**src/trs_pkg.sv**
```systemverilog
// ----------------------------------------------------------------------------
// trs_pkg: shared definitions for the range to file span mapper
// Field widths, stream packing positions, result codes and the
// command/status bundles between controller and datapath.
// ----------------------------------------------------------------------------
package trs_pkg;

    localparam int MAX_FILES   = 64;
    localparam int OFFSET_BITS = 48;
    localparam int LEN_BITS    = 32;
    localparam int IDX_BITS    = 6;
    localparam int CNT_BITS    = 7;
    localparam int STATUS_BITS = 2;

    // Input transaction payload, lowest bit first
    localparam int S_IDX_LSB   = 0;
    localparam int S_START_LSB = S_IDX_LSB + IDX_BITS;
    localparam int S_ELEN_LSB  = S_START_LSB + OFFSET_BITS;
    localparam int S_OFF_LSB   = S_ELEN_LSB + OFFSET_BITS;
    localparam int S_RLEN_LSB  = S_OFF_LSB + OFFSET_BITS;
    localparam int S_USED_BITS = S_RLEN_LSB + LEN_BITS;
    localparam int S_DATA_BITS = ((S_USED_BITS + 7) / 8) * 8;

    // Result transaction payload, lowest bit first
    localparam int M_IDX_LSB   = 0;
    localparam int M_LOC_LSB   = M_IDX_LSB + IDX_BITS;
    localparam int M_LEN_LSB   = M_LOC_LSB + OFFSET_BITS;
    localparam int M_USED_BITS = M_LEN_LSB + LEN_BITS;
    localparam int M_DATA_BITS = ((M_USED_BITS + 7) / 8) * 8;

    // Configuration port
    localparam int CFG_IDX_BITS  = 1;
    localparam int CFG_DATA_BITS = OFFSET_BITS;
    localparam logic [CFG_IDX_BITS-1:0] REG_SPACE_SIZE = 1'b0;
    localparam logic [CFG_IDX_BITS-1:0] REG_FILE_COUNT = 1'b1;

    // Input kinds
    localparam logic KIND_LOAD    = 1'b0;
    localparam logic KIND_REQUEST = 1'b1;

    // Result status codes
    localparam logic [STATUS_BITS-1:0] STATUS_OK        = 2'd0;
    localparam logic [STATUS_BITS-1:0] STATUS_RANGE     = 2'd1;
    localparam logic [STATUS_BITS-1:0] STATUS_EXHAUSTED = 2'd2;

    typedef struct packed {
        logic load_we;
        logic req_capture;
        logic check;
        logic rd_search;
        logic srch_update;
        logic rd_walk;
        logic idx_inc;
        logic calc_local;
        logic calc_chunk;
        logic emit_span;
        logic finish;
    } cmd_t;

    typedef struct packed {
        logic range_bad;
        logic len_zero;
        logic search_done;
        logic walk_done;
        logic file_empty;
        logic pend_valid;
        logic out_free;
    } sts_t;

endpackage

```
**src/trs_ctrl.sv**
```systemverilog
// ----------------------------------------------------------------------------
// trs_ctrl: request sequencer
// Steps one item at a time through range check, binary search and the
// forward walk, issuing commands to the datapath.
// ----------------------------------------------------------------------------
module trs_ctrl (
    input  logic          aclk,
    input  logic          aresetn,
    input  logic          s_tvalid,
    output logic          s_tready,
    input  logic          s_tuser,   // kind
    input  trs_pkg::sts_t sts,
    output trs_pkg::cmd_t cmd
);

    localparam logic [3:0] ST_IDLE    = 4'd0;
    localparam logic [3:0] ST_CHECK   = 4'd1;
    localparam logic [3:0] ST_S_ADDR  = 4'd2;
    localparam logic [3:0] ST_S_CMP   = 4'd3;
    localparam logic [3:0] ST_W_ADDR  = 4'd4;
    localparam logic [3:0] ST_W_EVAL  = 4'd5;
    localparam logic [3:0] ST_W_CHUNK = 4'd6;
    localparam logic [3:0] ST_W_EMIT  = 4'd7;
    localparam logic [3:0] ST_FINISH  = 4'd8;

    logic [3:0] state_reg;
    logic [3:0] state_next;
    logic       accept;

    assign s_tready = (state_reg == ST_IDLE);
    assign accept   = s_tvalid && s_tready;

    always_comb begin
        state_next = state_reg;
        cmd        = '0;
        case (state_reg)
            ST_IDLE: begin
                cmd.load_we     = accept && (s_tuser == trs_pkg::KIND_LOAD);
                cmd.req_capture = accept && (s_tuser == trs_pkg::KIND_REQUEST);
                if (cmd.req_capture) begin
                    state_next = ST_CHECK;
                end
            end
            ST_CHECK: begin
                cmd.check = 1'b1;
                if (sts.range_bad || sts.len_zero) begin
                    state_next = ST_FINISH;
                end else begin
                    state_next = ST_S_ADDR;
                end
            end
            ST_S_ADDR: begin
                if (sts.search_done) begin
                    state_next = ST_W_ADDR;
                end else begin
                    cmd.rd_search = 1'b1;
                    state_next    = ST_S_CMP;
                end
            end
            ST_S_CMP: begin
                cmd.srch_update = 1'b1;
                state_next      = ST_S_ADDR;
            end
            ST_W_ADDR: begin
                if (sts.walk_done) begin
                    state_next = ST_FINISH;
                end else begin
                    cmd.rd_walk = 1'b1;
                    state_next  = ST_W_EVAL;
                end
            end
            ST_W_EVAL: begin
                if (sts.file_empty) begin
                    cmd.idx_inc = 1'b1;
                    state_next  = ST_W_ADDR;
                end else begin
                    cmd.calc_local = 1'b1;
                    state_next     = ST_W_CHUNK;
                end
            end
            ST_W_CHUNK: begin
                cmd.calc_chunk = 1'b1;
                state_next     = ST_W_EMIT;
            end
            ST_W_EMIT: begin
                if (!sts.pend_valid || sts.out_free) begin
                    cmd.emit_span = 1'b1;
                    state_next    = ST_W_ADDR;
                end
            end
            ST_FINISH: begin
                if (sts.out_free) begin
                    cmd.finish = 1'b1;
                    state_next = ST_IDLE;
                end
            end
            default: begin
                state_next = ST_IDLE;
            end
        endcase
    end

    always_ff @(posedge aclk) begin
        if (!aresetn) begin
            state_reg <= ST_IDLE;
        end else begin
            state_reg <= state_next;
        end
    end

endmodule

```
**config.mk**
```make
export PLATFORM = sky130hd
export DESIGN_NAME = trs_ctrl
export DESIGN_NICKNAME = d
export VERILOG_FILES = /design/src/trs_pkg.sv /design/src/trs_ctrl.sv
export SDC_FILE = /design/constraint.sdc
export NUM_CORES = 1
export LEC_CHECK = 0
export BUFFER_PORTS_ARGS = -buffer_cell sky130_fd_sc_hd__buf_2
export CELL_PAD_IN_SITES_DETAIL_PLACEMENT = 0
export CELL_PAD_IN_SITES_GLOBAL_PLACEMENT = 1
export CORE_AREA = 2 2 42 44
export CTS_CLUSTER_SIZE = 40
export DETAILED_ROUTE_END_ITERATION = 16
export DIE_AREA = 0 0 44 46
export PLACE_DENSITY_LB_ADDON = 0.05
export SLEW_MARGIN = 0
export SYNTH_ARGS = -nofsm -noshare
export SYNTH_HDL_FRONTEND = slang
export SYNTH_SLANG_ARGS = --single-unit
```
**constraint.sdc**
```tcl
create_clock -name aclk -period 1.5 [get_ports aclk]
set_input_delay 0.375 -clock aclk [delete_from_list [all_inputs] [get_ports aclk]]
set_output_delay 0.375 -clock aclk [all_outputs]
set_load 0.01 [all_outputs]
```
==> results.yml <==
status:
  status: "finished, violations left"
  failing_checks: "setup timing"
clock_tree:
  cts-buffers-inserted: 3
  clock_tree.htree_level_count: 1
  clock_sinks: 4
  clk-insertion-delay-late_ns: 0.23
  cts.reportedPaths.clkPinSlew_ns: 0.04
  clock_tree_from_tritoncts: "done"
  hold_bufs_at_cts: 0
  clock_tree.buffer_depth: 2
  root_buffer: "sky130_fd_sc_hd__clkbuf_4"
die:
  design.core.area_mm2: 0.00161
  start_util: 0.237
  dieWidth_um: 44
  dieArea_mm2: 0.00202
  die_y_um: 46
  top_level_ports: 23
  std_cell_rows: 15
synth:
  synth-seq-cells: 4
  yosysSeqAreaShare: 0.209
  yosys.cell_types.count: 24
  top_cell_type_s_share_of_synthesized_area: 0.209
  synth_top_area_cell: "sky130_fd_sc_hd__dfxtp_1"
  synth_area_leaders: "sky130_fd_sc_hd__dfxtp_1 21%, sky130_fd_sc_hd__nand2_1 6.9%, sky130_fd_sc_hd__a21oi_1 6.5%"
  yosysWarningCount: 0
  postSynth.topFlopCell: "sky130_fd_sc_hd__dfxtp_1"
  synth.most_common_cell: "sky130_fd_sc_hd__nand2_1"
  synth_common_cells: "7 x sky130_fd_sc_hd__nand2_1, 5 x sky130_fd_sc_hd__a21oi_1, 5 x sky130_fd_sc_hd__nor2_1"
  postSynth.asyncResetShare: 0
  post_synth.cell_area_avg_um2: 6.96
  synthesis.instances: 55
  syn_nets: 66
  synth_enable_flop_cells: 0
  post_syn_area_um2: 383
run:
  number_of_max_cap_violations: 0
sta:
  tightest_slew_ns: 0.238
  fin_tns_setup_ns: -0.227
  report.final.hold_viol_count: 0
  grt_setup_unrepaired: "yes"
  hold-worst-slack_ns: 0.398
  timing.final.ws_setup_ns: -0.0712
  finalSetupViolCount: 7
  clock.fmax_ghz: 0.636
  finalCriticalPeriod_ns: 1.57
  worst_clk_skew_ns: 0.00302
  max_slew_margin: 0.840
  drv_slew: 0
  layout_worst_path_cycle_share: 1.05
place:
  placed_cells_incl_taps: 96
  gp_congestion: 0.653
  hpwlAfterDp_um: 878
  port-buffer-count: 22
power_and_ir_drop:
  peakVddDrop_mv: 0.281
  post-layout-total-power_mw: 0.400
  total_leakage_power_nw: 0.333
  pwr_density_cell_mw_per_mm2: 592
critical_path:
  worst_setup_path_end_kind: "output port"
  cell_with_the_largest_stage_delay_on_the_worst_path: "sky130_fd_sc_hd__dfxtp_4"
  critical_path.startpoint_type: "flop"
  path_cells: "nor4_4, and3_1, buf_2"
  arr_time_crit_path_ns: 1.20
  crit_required_ns: 1.12
  slowest_delay_ns: 0.36
  worst-path-buf-inv: 1
  cp_top_family: "simple AND/OR/NAND/NOR gates"
  critical_path.max_fanout: 5
  setup.worst_path.class: "flop to output port"
drt:
  first_drt_pass_iteration_count: 2
  detail_route.wl_per_cell_um: 11.3
  drc: 0
  post_drt_via_cell_ratio: 4.76
  postRouteWirelength_mm: 1.20
  drt.antenna.violating_nets: 0
  initialDrtViolationCount: 2
  num_vias: 505
grt:
  groute.usage.overall: 0.133
  via_count_of_the_first_global_routing_pass: 479
  grt_overflow_total: 0
  grt_max_degree: 8
  grt_pass1_wl_mm: 1.99
  antenna_found_initial: 0
hold_path:
  worstHoldPathType: "input pin to flop"
layout:
  largest_register_ffs: 4
  finalNonFillerCells: 106
  nFillCells: 180
  ratio_of_cells_with_drive_above_1_in_the_final_layout: 0.596
  finalNetCount: 102
  area_growth_syn_to_layout_pct: 76.5
  insertedDiodeCount: 0
-- layout make-up --
| class | count | area, um2 | area share |
|---|---|---|---|
| Clock buffer | 3 | 22.5 | 0.0333 |
| Timing Repair Buffer | 35 | 219 | 0.324 |
| Inverter | 1 | 3.75 | 0.00556 |
| Multi-Input combinational cell | 46 | 314 | 0.465 |
| Sequential cell | 4 | 95.1 | 0.141 |
| Tap cell | 17 | 21.3 | 0.0315 |
-- power by group --
part | switching, mW | internal [mW] | leakage, nW
clock network | 0.0410 | 0.0893 | 0.0138
logic | 0.0648 | 0.0798 | 0.284
registers | 0.0147 | 0.110 | 0.0355
-- logic make-up (layout without fill, tap and decap cells) --
| logic type | count (synthesis) | in the layout | share of synthesized area |
|---|---|---|---|
| AOI/OAI and AO/OA | 12 | 12 | 0.183 |
| buffers and inverters | 5 | 39 | 0.0686 |
| DFF | 4 | 4 | 0.209 |
| and+or+nand+nor | 34 | 34 | 0.539 |
-- worst min-delay path, stage by stage --
cell,delay [ns]
sky130_fd_sc_hd__buf_2,0.11
sky130_fd_sc_hd__nand2b_1,0.06
sky130_fd_sc_hd__a21oi_1,0.04
-- through the flow --
step | setup WS (ns) | util | area (um2)
floorplan | 0.0674 | - | 383
global placement | 0.0253 | 0.333 | 537
detailed placement | 0.0478 | 0.333 | 537
CTS | -0.0946 | 0.416 | 671
global route | -0.129 | 0.419 | 676
finish | -0.0712 | 0.419 | 676
-- routing by layer --
| metal | vias to the layer above | global-route usage | routed length, um |
|---|---|---|---|
| met5 | - | 0 | 0 |
| met2 | 13 | 0.221 | 595 |
| met1 | 227 | 0.167 | 537 |
| met4 | 0 | 0.0727 | 0 |
| li1 | 265 | - | - |
| met3 | 0 | 0.0159 | 62 |
-- path summary, 6_finish.rpt --
path | cells past startpoint | start | slack (ns) | end
worst max-delay path | 3 | state_reg[2]$_SDFFE_PN0P_ | -0.07 | cmd[9]
worst min register to register | 3 | state_reg[3]$_SDFFE_PN0P_ | 0.60 | state_reg[0]$_SDFFE_PN0P_
worst max register to register | 5 | state_reg[0]$_SDFFE_PN0P_ | 0.29 | state_reg[3]$_SDFFE_PN0P_
worst min-delay path | 3 | aresetn | 0.40 | state_reg[2]$_SDFFE_PN0P_
-- timing repair --
item	CTS	global route
pin swaps	4	0
resized for setup	17	1
setup buffers	7	0
setup endpoints to repair	12	11
-- cell usage in the layout, fill, tap and decap left out, types with 3 or more instances in the layout --
| cell | synthesis | layout |
|---|---|---|
| sky130_fd_sc_hd__nand2_1 | 7 | 7 |
| sky130_fd_sc_hd__buf_2 | 3 | 22 |
| sky130_fd_sc_hd__a21oi_1 | 5 | 5 |
| sky130_fd_sc_hd__buf_4 | 1 | 10 |
| sky130_fd_sc_hd__o21ai_0 | 4 | 4 |
| sky130_fd_sc_hd__nor2b_1 | 3 | 3 |
| sky130_fd_sc_hd__buf_6 | 0 | 3 |
| sky130_fd_sc_hd__clkbuf_4 | 0 | 3 |
| sky130_fd_sc_hd__dfxtp_4 | 0 | 4 |
| sky130_fd_sc_hd__nor2_1 | 5 | 4 |
(Power assumes the default switching activity.)
